## config.mk

```make
export PLATFORM = sky130hd
export DESIGN_NAME = throttle_hold_pid_assist
export DESIGN_NICKNAME = d
export VERILOG_FILES = /design/src/rtl/thpa_pkg.sv /design/src/rtl/thpa_mdu.sv /design/src/rtl/throttle_hold_pid_assist.sv
export SDC_FILE = /design/constraint.sdc
export NUM_CORES = 2
export LEC_CHECK = 0
export BUFFER_PORTS_ARGS = -buffer_cell sky130_fd_sc_hd__buf_2
export CORE_MARGIN = 2
export CORE_UTILIZATION = 50
export DETAILED_ROUTE_END_ITERATION = 12
export PLACE_DENSITY = 0.66
export SETUP_SLACK_MARGIN = 0.02
export SLEW_MARGIN = 40
export SYNTH_ARGS = -nofsm -noshare
export SYNTH_HDL_FRONTEND = slang
export SYNTH_SLANG_ARGS = --single-unit
```

## constraint.sdc

```tcl
create_clock -name clock -period 14.05 [get_ports clock]
set_clock_uncertainty 0.2 [all_clocks]
set_input_delay 0.7025 -clock clock [delete_from_list [all_inputs] [get_ports clock]]
set_output_delay 0.7025 -clock clock [all_outputs]
set_load 0.02 [all_outputs]
```

## src/rtl/thpa_pkg.sv

```systemverilog
// Shared types and constants of the throttle hold PID assist.
package thpa_pkg;

   localparam int TARGET_SPEED_DEF = 0;
   localparam int THROTTLE_MAX_DEF = 4095;

   localparam int AW = 64;
   localparam int BW = 40;
   localparam int CW = 6;

   localparam logic [3:0] CFG_GAIN_P = 4'd0;
   localparam logic [3:0] CFG_GAIN_I = 4'd1;
   localparam logic [3:0] CFG_GAIN_D = 4'd2;
   localparam logic [3:0] CFG_LIMIT = 4'd3;
   localparam logic [3:0] CFG_CENTER = 4'd4;
   localparam logic [3:0] CFG_BAND = 4'd5;
   localparam logic [3:0] CFG_MOVE = 4'd6;
   localparam logic [3:0] CFG_TIMEOUT = 4'd7;

   localparam logic signed [63:0] INT_SAT = 64'sh0000_7FFF_FFFF_FFFF;

   typedef struct packed {
      logic start;
      logic div;
   } mdu_req_type;

   typedef struct packed {
      logic done;
      logic busy;
      logic [AW-1:0] res;
   } mdu_rsp_type;

endpackage

```

## src/rtl/thpa_mdu.sv

```systemverilog
// Bit-serial unsigned multiplier and restoring divider.
module thpa_mdu (
   input logic clock,
   input logic reset,
   input thpa_pkg::mdu_req_type req,
   input logic [thpa_pkg::AW-1:0] a,
   input logic [thpa_pkg::BW-1:0] b,
   output thpa_pkg::mdu_rsp_type rsp
);
   import thpa_pkg::*;

   localparam logic [CW-1:0] DIV_LAST = CW'(AW - 1);

   logic busy_ff, busy_in, div_ff, div_in, done_ff, done_in;
   logic [AW-1:0] x_ff, x_in, acc_ff, acc_in;
   logic [BW-1:0] y_ff, y_in, rem_ff, rem_in;
   logic [CW-1:0] cnt_ff, cnt_in;
   logic [BW:0] trial;
   logic ge;

   always_comb begin
      busy_in = busy_ff;
      div_in = div_ff;
      x_in = x_ff;
      y_in = y_ff;
      acc_in = acc_ff;
      rem_in = rem_ff;
      cnt_in = cnt_ff;
      done_in = 1'b0;
      trial = {rem_ff, x_ff[AW-1]};
      ge = trial >= {1'b0, y_ff};
      if (req.start) begin
         busy_in = 1'b1;
         div_in = req.div;
         x_in = a;
         y_in = b;
         acc_in = '0;
         rem_in = '0;
         cnt_in = '0;
      end else if (busy_ff) begin
         if (div_ff) begin
            rem_in = ge ? BW'(trial - {1'b0, y_ff}) : trial[BW-1:0];
            x_in = {x_ff[AW-2:0], ge};
            cnt_in = cnt_ff + 1'b1;
            if (cnt_ff == DIV_LAST) begin
               busy_in = 1'b0;
               done_in = 1'b1;
            end
         end else if (y_ff == '0) begin
            busy_in = 1'b0;
            done_in = 1'b1;
         end else begin
            if (y_ff[0]) acc_in = acc_ff + x_ff;
            x_in = {x_ff[AW-2:0], 1'b0};
            y_in = {1'b0, y_ff[BW-1:1]};
         end
      end
   end

   always_ff @(posedge clock) begin
      if (reset) begin
         busy_ff <= 1'b0;
         done_ff <= 1'b0;
      end else begin
         busy_ff <= busy_in;
         done_ff <= done_in;
      end
      div_ff <= div_in;
      x_ff <= x_in;
      y_ff <= y_in;
      acc_ff <= acc_in;
      rem_ff <= rem_in;
      cnt_ff <= cnt_in;
   end

   assign rsp.done = done_ff;
   assign rsp.busy = busy_ff;
   assign rsp.res = div_ff ? x_ff : acc_ff;

endmodule

```

## src/rtl/throttle_hold_pid_assist.sv

```systemverilog
// Top level: throttle pass-through with speed-holding PID assist.
//
// Input channel req_*: one word per control tick (throttle ADC sample,
// signed motor eRPM, millisecond timestamp, assist enable). Result channel
// rsp_*: one word per input word, the throttle to send. Both use valid/ready.
// Configuration is written through csr_we/csr_index/csr_wdata; the user must
// do so only while idle, not enforced by the block; an index above 7 is ignored.
//
// One word at a time passes through a sequencer that drives a single
// bit-serial multiply/divide unit. A multiply runs until no multiplier bit
// is left set, a divide through all 64 dividend bits. A pass-through word
// goes from the decide state straight to the output stage, a decay word
// first runs a multiply and a divide, a PID word the full PID chain. The next
// word can be taken in the cycle after the result enters the output register.
// Reset loads the default register values and clears the controller state.
// A stalled receiver holds the result in the output register; the block
// finishes at most one more word and then waits with req_ready low.
module throttle_hold_pid_assist #(
   parameter int TARGET_SPEED = thpa_pkg::TARGET_SPEED_DEF,
   parameter int THROTTLE_MAX = thpa_pkg::THROTTLE_MAX_DEF
) (
   input logic clock,
   input logic reset,
   input logic req_valid,
   output logic req_ready,
   input logic [11:0] req_throttle_raw,
   input logic signed [17:0] req_motor_speed,
   input logic [31:0] req_now_ms,
   input logic req_assist_on,
   output logic rsp_valid,
   input logic rsp_ready,
   output logic [11:0] rsp_throttle_out,
   input logic csr_we,
   input logic [3:0] csr_index,
   input logic [15:0] csr_wdata
);
   import thpa_pkg::*;

   localparam logic signed [18:0] TGT = 19'(TARGET_SPEED);
   localparam logic [12:0] TMAX = 13'(THROTTLE_MAX);

   localparam logic [3:0] S_IDLE = 4'd0;
   localparam logic [3:0] S_DECIDE = 4'd1;
   localparam logic [3:0] S_M_ED = 4'd2;
   localparam logic [3:0] S_M_P = 4'd3;
   localparam logic [3:0] S_M_I = 4'd4;
   localparam logic [3:0] S_D_I = 4'd5;
   localparam logic [3:0] S_M_D1 = 4'd6;
   localparam logic [3:0] S_M_D2 = 4'd7;
   localparam logic [3:0] S_D_D = 4'd8;
   localparam logic [3:0] S_CLAMP = 4'd9;
   localparam logic [3:0] S_D_IN = 4'd10;
   localparam logic [3:0] S_OPREP = 4'd11;
   localparam logic [3:0] S_D_OUT = 4'd12;
   localparam logic [3:0] S_M_DEC = 4'd13;
   localparam logic [3:0] S_D_DEC = 4'd14;
   localparam logic [3:0] S_FIN = 4'd15;

   logic [15:0] gain_p_ff;
   logic [13:0] gain_i_ff;
   logic [12:0] gain_d_ff;
   logic [6:0] limit_ff;
   logic [11:0] center_ff, band_ff, move_ff;
   logic [15:0] timeout_ff;

   logic [3:0] state_ff, state_in;
   logic opgo_ff, opgo_in;
   logic rsp_valid_ff, rsp_valid_in;
   logic [11:0] out_ff, out_in;

   logic [11:0] thr_ff, thr_in;
   logic signed [17:0] spd_ff, spd_in;
   logic [31:0] now_ff, now_in;
   logic on_ff, on_in;

   logic [11:0] last_thr_ff, last_thr_in;
   logic man_ff, man_in;
   logic [31:0] since_ff, since_in;
   logic signed [47:0] integ_ff, integ_in;
   logic signed [18:0] lerr_ff, lerr_in;
   logic [31:0] ltime_ff, ltime_in;
   logic signed [16:0] inner_ff, inner_in, outer_ff, outer_in;

   logic signed [18:0] e_ff, e_in;
   logic [31:0] d_ff, d_in;
   logic signed [63:0] sum_ff, sum_in;
   logic [63:0] tmp_ff, tmp_in;
   logic sgn_ff, sgn_in;
   logic [11:0] res_ff, res_in;

   mdu_req_type mdu_req;
   mdu_rsp_type mdu_rsp;
   logic [AW-1:0] mdu_a;
   logic [BW-1:0] mdu_b;

   logic signed [12:0] thr_diff, ctr_diff;
   logic [12:0] thr_mag, ctr_mag;
   logic jump, flag_n, in_band, is_op;
   logic [31:0] since_n, dt_c;
   logic [18:0] e_mag;
   logic signed [19:0] de;
   logic [19:0] de_mag;
   logic [47:0] integ_mag;
   logic signed [63:0] mres_s, accn, lim, outc;
   logic signed [16:0] out17, q17;
   logic signed [19:0] xsum, ysum;
   logic [12:0] v13;

   thpa_mdu u_mdu (
      .clock(clock),
      .reset(reset),
      .req(mdu_req),
      .a(mdu_a),
      .b(mdu_b),
      .rsp(mdu_rsp)
   );

   assign req_ready = (state_ff == S_IDLE);
   assign rsp_valid = rsp_valid_ff;
   assign rsp_throttle_out = out_ff;

   always_comb begin
      thr_diff = $signed({1'b0, thr_ff}) - $signed({1'b0, last_thr_ff});
      thr_mag = thr_diff[12] ? 13'(-thr_diff) : 13'(thr_diff);
      ctr_diff = $signed({1'b0, thr_ff}) - $signed({1'b0, center_ff});
      ctr_mag = ctr_diff[12] ? 13'(-ctr_diff) : 13'(ctr_diff);
      jump = thr_mag >= {1'b0, move_ff};
      since_n = jump ? now_ff : since_ff;
      flag_n = (jump || man_ff) && !((now_ff - since_n) > {16'b0, timeout_ff});
      in_band = !flag_n && (ctr_mag <= {1'b0, band_ff});
      dt_c = now_ff - ltime_ff;
      e_mag = e_ff[18] ? 19'(-e_ff) : 19'(e_ff);
      de = 20'(e_ff) - 20'(lerr_ff);
      de_mag = de[19] ? 20'(-de) : 20'(de);
      integ_mag = integ_ff[47] ? 48'(-integ_ff) : 48'(integ_ff);
      mres_s = $signed(mdu_rsp.res);
      accn = 64'(integ_ff) + (e_ff[18] ? -mres_s : mres_s);
      lim = $signed({49'b0, limit_ff, 8'b0});
      if (sum_ff > lim) outc = lim;
      else if (sum_ff < -lim) outc = -lim;
      else outc = sum_ff;
      out17 = 17'(outc);
      xsum = 20'(inner_ff) * 20'sd7 + 20'(out17) * 20'sd3;
      ysum = 20'(outer_ff) * 20'sd3 + 20'(inner_ff) * 20'sd7;
      q17 = $signed(17'(mdu_rsp.res));
      v13 = {1'b0, center_ff} + {6'b0, mdu_rsp.res[14:8]};
   end

   always_comb begin
      is_op = 1'b1;
      mdu_req.div = 1'b0;
      mdu_a = tmp_ff;
      mdu_b = '0;
      unique case (state_ff)
         S_M_ED: begin
            mdu_a = AW'(d_ff);
            mdu_b = BW'(e_mag);
         end
         S_M_P: begin
            mdu_a = AW'(e_mag);
            mdu_b = BW'(gain_p_ff);
         end
         S_M_I: begin
            mdu_a = AW'(integ_mag);
            mdu_b = BW'(gain_i_ff);
         end
         S_D_I: begin
            mdu_req.div = 1'b1;
            mdu_b = BW'(16000);
         end
         S_M_D1: begin
            mdu_a = AW'(de_mag);
            mdu_b = BW'(gain_d_ff);
         end
         S_M_D2: mdu_b = BW'(125);
         S_D_D: begin
            mdu_req.div = 1'b1;
            mdu_b = BW'({d_ff, 1'b0});
         end
         S_D_IN, S_D_OUT: begin
            mdu_req.div = 1'b1;
            mdu_b = BW'(10);
         end
         S_M_DEC: begin
            mdu_a = AW'(integ_mag);
            mdu_b = BW'(19);
         end
         S_D_DEC: begin
            mdu_req.div = 1'b1;
            mdu_b = BW'(20);
         end
         default: is_op = 1'b0;
      endcase
      mdu_req.start = is_op && !opgo_ff;
   end

   always_comb begin
      state_in = state_ff;
      opgo_in = opgo_ff;
      rsp_valid_in = rsp_valid_ff && !rsp_ready;
      out_in = out_ff;
      thr_in = thr_ff;
      spd_in = spd_ff;
      now_in = now_ff;
      on_in = on_ff;
      last_thr_in = last_thr_ff;
      man_in = man_ff;
      since_in = since_ff;
      integ_in = integ_ff;
      lerr_in = lerr_ff;
      ltime_in = ltime_ff;
      inner_in = inner_ff;
      outer_in = outer_ff;
      e_in = e_ff;
      d_in = d_ff;
      sum_in = sum_ff;
      tmp_in = tmp_ff;
      sgn_in = sgn_ff;
      res_in = res_ff;
      if (mdu_req.start) opgo_in = 1'b1;
      if (mdu_rsp.done) opgo_in = 1'b0;
      unique case (state_ff)
         S_IDLE: begin
            if (req_valid) begin
               thr_in = req_throttle_raw;
               spd_in = req_motor_speed;
               now_in = req_now_ms;
               on_in = req_assist_on;
               state_in = S_DECIDE;
            end
         end
         S_DECIDE: begin
            res_in = thr_ff;
            if (!on_ff) begin
               man_in = 1'b0;
               integ_in = '0;
               state_in = S_FIN;
            end else begin
               man_in = flag_n;
               since_in = since_n;
               if (jump) integ_in = '0;
               last_thr_in = thr_ff;
               e_in = TGT - 19'(spd_ff);
               d_in = (dt_c == '0) ? 32'd1 : dt_c;
               state_in = in_band ? S_M_ED : S_M_DEC;
            end
         end
         S_M_ED: begin
            if (mdu_rsp.done) begin
               if (accn > INT_SAT) integ_in = 48'(INT_SAT);
               else if (accn < -INT_SAT) integ_in = 48'(-INT_SAT);
               else integ_in = 48'(accn);
               state_in = S_M_P;
            end
         end
         S_M_P: begin
            if (mdu_rsp.done) begin
               sum_in = e_ff[18] ? -(mres_s >>> 4) : (mres_s >>> 4);
               state_in = S_M_I;
            end
         end
         S_M_I: begin
            if (mdu_rsp.done) begin
               tmp_in = mdu_rsp.res;
               state_in = S_D_I;
            end
         end
         S_D_I: begin
            if (mdu_rsp.done) begin
               sum_in = sum_ff + (integ_ff[47] ? -mres_s : mres_s);
               state_in = S_M_D1;
            end
         end
         S_M_D1: begin
            if (mdu_rsp.done) begin
               tmp_in = mdu_rsp.res;
               state_in = S_M_D2;
            end
         end
         S_M_D2: begin
            if (mdu_rsp.done) begin
               tmp_in = mdu_rsp.res;
               state_in = S_D_D;
            end
         end
         S_D_D: begin
            if (mdu_rsp.done) begin
               sum_in = sum_ff + (de[19] ? -mres_s : mres_s);
               lerr_in = e_ff;
               ltime_in = now_ff;
               state_in = S_CLAMP;
            end
         end
         S_CLAMP: begin
            tmp_in = 64'(xsum[19] ? 20'(-xsum) : 20'(xsum));
            sgn_in = xsum[19];
            state_in = S_D_IN;
         end
         S_D_IN: begin
            if (mdu_rsp.done) begin
               inner_in = sgn_ff ? -q17 : q17;
               state_in = (mdu_rsp.res > 64'd256) ? S_OPREP : S_FIN;
            end
         end
         S_OPREP: begin
            tmp_in = 64'(ysum[19] ? 20'(-ysum) : 20'(ysum));
            sgn_in = ysum[19];
            state_in = S_D_OUT;
         end
         S_D_OUT: begin
            if (mdu_rsp.done) begin
               outer_in = sgn_ff ? -q17 : q17;
               if (!sgn_ff && (mdu_rsp.res != '0)) begin
                  res_in = (v13 > TMAX) ? TMAX[11:0] : v13[11:0];
               end
               state_in = S_FIN;
            end
         end
         S_M_DEC: begin
            if (mdu_rsp.done) begin
               tmp_in = mdu_rsp.res;
               state_in = S_D_DEC;
            end
         end
         S_D_DEC: begin
            if (mdu_rsp.done) begin
               integ_in = integ_ff[47] ? -48'(mdu_rsp.res) : 48'(mdu_rsp.res);
               state_in = S_FIN;
            end
         end
         S_FIN: begin
            if (!rsp_valid_ff || rsp_ready) begin
               out_in = res_ff;
               rsp_valid_in = 1'b1;
               state_in = S_IDLE;
            end
         end
         default: state_in = S_IDLE;
      endcase
   end

   always_ff @(posedge clock) begin
      if (reset) begin
         gain_p_ff <= 16'd4096;
         gain_i_ff <= 14'd410;
         gain_d_ff <= 13'd205;
         limit_ff <= 7'd50;
         center_ff <= 12'd2048;
         band_ff <= 12'd100;
         move_ff <= 12'd50;
         timeout_ff <= 16'd1000;
      end else if (csr_we) begin
         unique case (csr_index)
            CFG_GAIN_P: gain_p_ff <= csr_wdata;
            CFG_GAIN_I: gain_i_ff <= csr_wdata[13:0];
            CFG_GAIN_D: gain_d_ff <= csr_wdata[12:0];
            CFG_LIMIT: limit_ff <= csr_wdata[6:0];
            CFG_CENTER: center_ff <= csr_wdata[11:0];
            CFG_BAND: band_ff <= csr_wdata[11:0];
            CFG_MOVE: move_ff <= csr_wdata[11:0];
            CFG_TIMEOUT: timeout_ff <= csr_wdata;
            default: ;
         endcase
      end
   end

   always_ff @(posedge clock) begin
      if (reset) begin
         state_ff <= S_IDLE;
         opgo_ff <= 1'b0;
         rsp_valid_ff <= 1'b0;
         last_thr_ff <= 12'd2048;
         man_ff <= 1'b0;
         since_ff <= '0;
         integ_ff <= '0;
         lerr_ff <= '0;
         ltime_ff <= '0;
         inner_ff <= '0;
         outer_ff <= '0;
      end else begin
         state_ff <= state_in;
         opgo_ff <= opgo_in;
         rsp_valid_ff <= rsp_valid_in;
         last_thr_ff <= last_thr_in;
         man_ff <= man_in;
         since_ff <= since_in;
         integ_ff <= integ_in;
         lerr_ff <= lerr_in;
         ltime_ff <= ltime_in;
         inner_ff <= inner_in;
         outer_ff <= outer_in;
      end
      out_ff <= out_in;
      thr_ff <= thr_in;
      spd_ff <= spd_in;
      now_ff <= now_in;
      on_ff <= on_in;
      e_ff <= e_in;
      d_ff <= d_in;
      sum_ff <= sum_in;
      tmp_ff <= tmp_in;
      sgn_ff <= sgn_in;
      res_ff <= res_in;
   end

   a_no_restart: assert property (@(posedge clock) disable iff (reset)
      mdu_req.start |-> !mdu_rsp.busy)
      else $error("arith unit restarted while busy");

   a_idle_no_op: assert property (@(posedge clock) disable iff (reset)
      (state_ff == S_IDLE) |-> !opgo_ff && !mdu_rsp.busy)
      else $error("arith unit running while idle");

   a_integ_sat: assert property (@(posedge clock) disable iff (reset)
      integ_ff != {1'b1, 47'b0})
      else $error("integral beyond saturation");

   a_inner_range: assert property (@(posedge clock) disable iff (reset)
      (inner_ff <= 17'sd32512) && (inner_ff >= -17'sd32512))
      else $error("inner smoother out of range");

endmodule

```

Word level (Yosys, flattened, before mapping)
Index checks and enable logic that the tools add are counted.
{"block": "totals", "wordCells": 254, "output_inout_bits": 14, "inputBits": 88, "reg_bits": 770}
{"block": "classes", "n_eq_ne": 43, "bitwise": 3, "multipliers": 3, "n_lt_le_gt_ge": 10, "reduce_logical": 55, "add_sub_neg": 27, "n_mux": 75}
{"operator": "two-way mux 64 bit", "n": 15}
{"operator": "two-way mux 48 bit", "n": 8}
{"operator": "one-hot mux 64 bit (3 select lines)", "n": 2}
{"operator": "one-hot mux 33 bit (10 select lines)", "n": 1}
{"operator": "one-hot mux 64 bit (4 select lines)", "n": 1}
{"operator": "two-way mux 40 bit", "n": 5}
{"operator": "adder 64 bit", "n": 3}
{"operator": "one-hot mux 48 bit (3 select lines)", "n": 1}
{"operator": "negation 48 bit", "n": 2}
{"operator": "adder 48 x 64 -> 64 bit", "n": 1}
{"operator": "> comparator 64 x 16 -> 1 bit", "n": 1}
{"operator": "> comparator 64 x 48 -> 1 bit, second input constant", "n": 1}
{"operator": "> comparator 64 x 9 -> 1 bit, second input constant", "n": 1}
{"operator": "less-than comparator 64 x 48 -> 1 bit, second input constant", "n": 1}
{"operator": "less-than comparator 64 bit", "n": 1}
{"operator": "negation 15 -> 64 bit", "n": 1}
{"operator": "negation 60 -> 64 bit", "n": 1}
{"operator": "negation 64 bit", "n": 1}
{"operator": "nonzero test 64 bit", "n": 1}
{"operator": "subtractor 32 bit", "n": 2}
{"operator": "negation 20 bit", "n": 3}
{"operator": "one-hot mux 4 bit (15 select lines)", "n": 1}
{"operator": "two-way mux 4 bit", "n": 14}
{"operator": "two-way mux 17 bit", "n": 3}
{"operator": "other kinds (53)", "n": 145}

Longest topological paths before layout
{"block": "depth", "depth_word": 14, "ltp_mapped": 53}

Hierarchy
Synthesis repeated with hierarchy kept, for this count alone.
{"block": "hier_totals", "cells_unflattened": 8087, "area_unflattened_um2": 65859.4}
{"mod": "throttle_hold_pid_assist", "instances": 1, "area_each_um2": 50231.9, "seq_area_each_um2": 13743.2, "cells_per_inst": 6303}
{"mod": "thpa_mdu", "instances": 1, "area_each_um2": 15627.5, "seq_area_each_um2": 5395.2, "cells_per_inst": 1784}

Worst setup path after synthesis
OpenSTA, ideal clock, no wires.
{"block": "synth_path", "kind": "register -> register", "from": "register thr_ff[0]", "to": "register state_ff[1]", "t_required_ps": 13717, "setup_time_ps": 133, "path_slack_ps": 4016, "arrival_ps": 9701, "period_less_slack_ps": 10034, "path_stages_with_launch": 49, "path_cell_list": "edfxtp_1 -> inv_1 -> ha_1 -> fa_1 -> nor2b_1 -> o211a_1 -> o211ai_1 -> a2111o_1 -> or3_1 -> nor2_1 -> a21oi_1 -> xnor2_1 -> ha_1 -> nand3_1 -> a21oi_1 -> a221o_1 -> a31oi_1 -> o31a_1 -> [... 13 more ...] -> nor2_1 -> o21a_1 -> nor2_1 -> xnor2_1 -> ha_1 -> nor2b_1 -> o21ai_0 -> o211ai_1 -> a21oi_1 -> a41oi_1 -> a2111o_1 -> a211oi_1 -> o2111ai_1 -> nor4b_1 -> nand4_1 -> nor3_1 -> or4b_1 -> a31oi_1"}
{"block": "synth_via", "elab_chain_cells": 14}
{"item": "start, declared", "line_no": "throttle_hold_pid_assist.sv:71", "rtl": "logic [11:0] thr_ff, thr_in;"}
{"item": "start signal, assigned", "line_no": "throttle_hold_pid_assist.sv:394", "rtl": "thr_ff <= thr_in;"}
{"item": "subtractor 12 x 12 -> 13 bit", "line_no": "throttle_hold_pid_assist.sv:123", "rtl": "thr_diff = $signed({1'b0, thr_ff}) - $signed({1'b0, last_thr_ff});"}
{"item": "negation 13 bit", "line_no": "throttle_hold_pid_assist.sv:124", "rtl": "thr_mag = thr_diff[12] ? 13'(-thr_diff) : 13'(thr_diff);"}
{"item": "two-way mux 13 bit", "line_no": "throttle_hold_pid_assist.sv:124"}
{"item": ">= comparator 13 x 12 -> 1 bit", "line_no": "throttle_hold_pid_assist.sv:127", "rtl": "jump = thr_mag >= {1'b0, move_ff};"}
{"item": "two-way mux 32 bit", "line_no": "throttle_hold_pid_assist.sv:128", "rtl": "since_n = jump ? now_ff : since_ff;"}
{"item": "subtractor 32 bit", "line_no": "throttle_hold_pid_assist.sv:129", "rtl": "flag_n = (jump || man_ff) && !((now_ff - since_n) > {16'b0, timeout_ff});"}
{"item": "> comparator 32 x 16 -> 1 bit", "line_no": "throttle_hold_pid_assist.sv:129"}
{"item": "logical NOT 1 bit", "line_no": "throttle_hold_pid_assist.sv:129"}
{"item": "logical AND 1 bit", "line_no": "throttle_hold_pid_assist.sv:129"}
{"item": "logical NOT 1 bit", "line_no": "throttle_hold_pid_assist.sv:130", "rtl": "in_band = !flag_n && (ctr_mag <= {1'b0, band_ff});"}
{"item": "logical AND 1 bit *", "line_no": "throttle_hold_pid_assist.sv:130"}
{"item": "two-way mux 4 bit *", "line_no": "throttle_hold_pid_assist.sv:245", "rtl": "state_in = in_band ? S_M_ED : S_M_DEC;"}
{"item": "two-way mux 4 bit *", "line_no": "throttle_hold_pid_assist.sv:234", "rtl": "if (!on_ff) begin"}
{"item": "one-hot mux 4 bit (15 select lines) *", "line_no": "throttle_hold_pid_assist.sv:222", "rtl": "unique case (state_ff)"}
{"item": "end signal, assigned", "line_no": "throttle_hold_pid_assist.sv:381", "rtl": "state_ff <= state_in;"}
{"item": "end, declared", "line_no": "throttle_hold_pid_assist.sv:66", "rtl": "logic [3:0] state_ff, state_in;"}
Every way passes the cells marked *; elsewhere a longest branch is shown, timed or not.
A chain may end at the register's enable or synchronous reset.

Worst setup path in the final report
{"block": "layout_path", "from": "register thr_ff[0]", "to": "register state_ff[1]"}
{"block": "layout_via", "elab_chain_cells": 14}
{"item": "subtractor 12 x 12 -> 13 bit *", "line_no": "throttle_hold_pid_assist.sv:123"}
{"item": "negation 13 bit", "line_no": "throttle_hold_pid_assist.sv:124"}
{"item": "two-way mux 13 bit *", "line_no": "throttle_hold_pid_assist.sv:124"}
{"item": ">= comparator 13 x 12 -> 1 bit *", "line_no": "throttle_hold_pid_assist.sv:127"}
{"item": "two-way mux 32 bit *", "line_no": "throttle_hold_pid_assist.sv:128"}
{"item": "via since_n[0]", "line_no": "throttle_hold_pid_assist.sv:99", "rtl": "logic [31:0] since_n, dt_c;"}
{"item": "subtractor 32 bit *", "line_no": "throttle_hold_pid_assist.sv:129"}
{"item": "> comparator 32 x 16 -> 1 bit *", "line_no": "throttle_hold_pid_assist.sv:129"}
{"item": "logical NOT 1 bit *", "line_no": "throttle_hold_pid_assist.sv:129"}
{"item": "logical AND 1 bit *", "line_no": "throttle_hold_pid_assist.sv:129"}
{"item": "logical NOT 1 bit *", "line_no": "throttle_hold_pid_assist.sv:130"}
{"item": "logical AND 1 bit *", "line_no": "throttle_hold_pid_assist.sv:130"}
{"item": "two-way mux 4 bit *", "line_no": "throttle_hold_pid_assist.sv:245"}
{"item": "two-way mux 4 bit *", "line_no": "throttle_hold_pid_assist.sv:234"}
{"item": "one-hot mux 4 bit (15 select lines) *", "line_no": "throttle_hold_pid_assist.sv:222"}
Mark *: on every way through the listed nets, which the timed path passes. The rest lies on a longest branch.

==> metrics.txt <==
status complete, no violations; asr flop ratio synth 0; post-DR vias/cell 6.093; Max clock buf depth 3; root buffer cell clkbuf_16; ys flop type dfxtp_1; htree depth 3; Max stage delay cell, worst path buf_4; nets 8599; Post-Synth Simple-Gate Area 0.1909; Layout fillers 11920; post_cts resized 0; largest family of logic cells by synthesized area compound AO/OA/AOI/OAI gates; Final Hold Viols 0; min-delay worst type input pin to flop; ranking of synthesized cells by area edfxtp_1 (17%), dfxtp_1 (12%), ha_1 (11%), a21oi_1 (5.7%), nand2_1 (5.6%); sequential fraction of the synthesis area 0.2962; count leader, synth nand2_1; setup_tns 0 ps; final number of setup-violating endpoints 0; startpoint types flop; Max Fclk 89.99 MHz; TritonCTS buffer count 94; Rows 131; area share of the largest cell type after synthesis 0.1715; relative slew slack 0.3494; die width 361.5 µm; post-synthesis compound-gate area fraction 0.2193; Critical Path Sink Type flop; PortBufs 101; Post-Synth XOR/XNOR Area 0.09115; final instance area 70290 µm²; register bit total from synthesis 763; worst-margin pin slew 972.3 ps; CTS tree yes; clk_lat worst skew 770 ps; number of enable flip-flop cells after synthesis 365; Sink Count 763; DRC violations left 0; area share of fa/ha/maj cells after synthesis 0.1271; Antenna Nets Post-Route 0; Worst Setup Path Type flop to flop; RSZ-0062 raised after global routing no; cell taking the most area after synthesis edfxtp_1; clock-pin slew on the worst setup and hold paths 70 ps; post-DR wirelength/cell 21.57 µm; DRT Pass-1 Iters 6; pin count of the biggest net entering global routing 85; global-route wire length before repair 320.4 mm; Area growth syn-to-layout 9.996%; Crit path largest cell delay 530 ps; minimum clock period 11110 ps; vias in the first global route 55670; period utilization 0.7909; Cell Area, Synth 63900 µm²; die height 361.5 µm; DRT iter0 DRCs 5251; post-synth net total 8571; mux cell area share after synthesis 0.02534; Syn Area/Cell 8.122 µm²; max cap viols 0; initial antenna violation count 5; All-Layer GR Usage 0.3102; post-synthesis cell count 7868; Final HPWL DP 157.9 mm; core box area 127200 µm²; Fin Hold WS 57.83 ps; Starting Density 0.5024; Worst EP required 14470 ps; crit path DAT 11530 ps; critical path fanouts, max 43; I/O pin cnt 102; post-synth cell types 100; routed vias 58740; die area 130700 µm²; CTS Hold Bufs 63; GPL Wtd Cong 1.007; Cell Area, Placed 66340 µm²; GR Overflow Total 0; Post-synth top cells nand2_1 (948), a21oi_1 (728), nor2_1 (671), ha_1 (558), o21ai_0 (536); share of cells above drive strength 1 0.06431; Max Slew Vio Count 0; Ys Warns 0; Setup Buffers After CTS 0; routed wire length 207.9 mm
==> state kept, by name, indices dropped and copies added (netlist names), 32 cells and up <==
| signal | flops |
|---|---|
| sum_ff | 64 |
| tmp_ff | 64 |
| u_mdu.acc_ff | 64 |
| u_mdu.x_ff | 64 |
| integ_ff | 48 |
| u_mdu.rem_ff | 40 |
| u_mdu.y_ff | 33 |
| d_ff | 32 |
| ltime_ff | 32 |
| now_ff | 32 |
| since_ff | 32 |
==> final timing paths <==
kind                                     startpoint                             to  slack, ps  cells past startpoint
worst min register to register  res_ff[4]$_DFFE_PP_  rsp_throttle_out[4]$_DFFE_PP_        220                      0
worst min-delay path                  csr_wdata[14]     gain_p_ff[14]$_SDFFE_PP0P_         60                      3
worst max-delay path            thr_ff[0]$_DFFE_PP_       state_ff[1]$_SDFFE_PP0P_       2940                     49
worst max register to register  thr_ff[0]$_DFFE_PP_       state_ff[1]$_SDFFE_PP0P_       2940                     49
==> layout by cell type, fill, tap and decap left out, types with 34 or more instances in the layout <==
cell	count
a31oi_1	53
fa_1	57
buf_2	100
dfxtp_1	397
nand2b_1	106
ha_1	558
nor4_1	53
xor2_1	302
nor2_1	667
xnor2_1	362
clkbuf_16	95
mux2i_1	147
a211oi_1	104
dlygate4sd3_1	63
edfxtp_1	365
o31ai_1	53
inv_1	467
nand3_1	142
o21a_1	69
nor2b_1	84
o21bai_1	54
a21oi_1	726
nand2_1	944
and3_1	93
buf_4	110
nor3_1	147
or3_1	58
a221oi_1	39
nand4_1	97
o21ai_0	535
o211ai_1	34
a21o_1	187
and2_1	45
a311oi_1	50
==> logic make-up after synthesis <==
family	Yosys count
compound gates	2224
xor+xnor	665
fa+ha+maj	615
buf+inv	826
flops	763
mux	160
simple gates	2615
==> cell type report <==
type                            count  area, µm²  area share
Clock inverter                     56      730.7     0.01040
Clock buffer                      121       2525     0.03592
Sequential cell                   763      18930      0.2693
Antenna cell                        2      5.005  0.00007120
Tap cell                         1662       2079     0.02959
Timing Repair Buffer              288       2172     0.03090
Inverter                          470       1769     0.02517
Multi-Input combinational cell   6279      42070      0.5986
==> metal layers <==
layer,GRT usage,vias to the layer above,share of wire
li1,-,28350,-
met1,0.3928,28000,0.42
met2,0.5131,1899,0.46
met3,0.04624,501,0.060
met4,0.1588,0,0.058
met5,0,-,0
==> critical path, delay by kind of cell, from the launching register on <==
family          cells  cell delay, ps
compound gates     20            4110
simple gates       17            3320
fa+ha+maj           6            1690
buf+inv             4             970
flops               1             350
xor+xnor            2             290
==> per-stage QoR <==
stage	util	worst slack (ps)	cells
after global placement	0.5200	3140	9392
after floorplan	-	4016	7868
after CTS	0.5522	2925	9639
final	0.5526	2937	9641
after global routing	0.5526	1888	9639
after detailed placement	0.5216	2988	9399
Power is not shown: default switching activity piles up to over one toggle a cycle in this logic, so the estimate is an artifact.
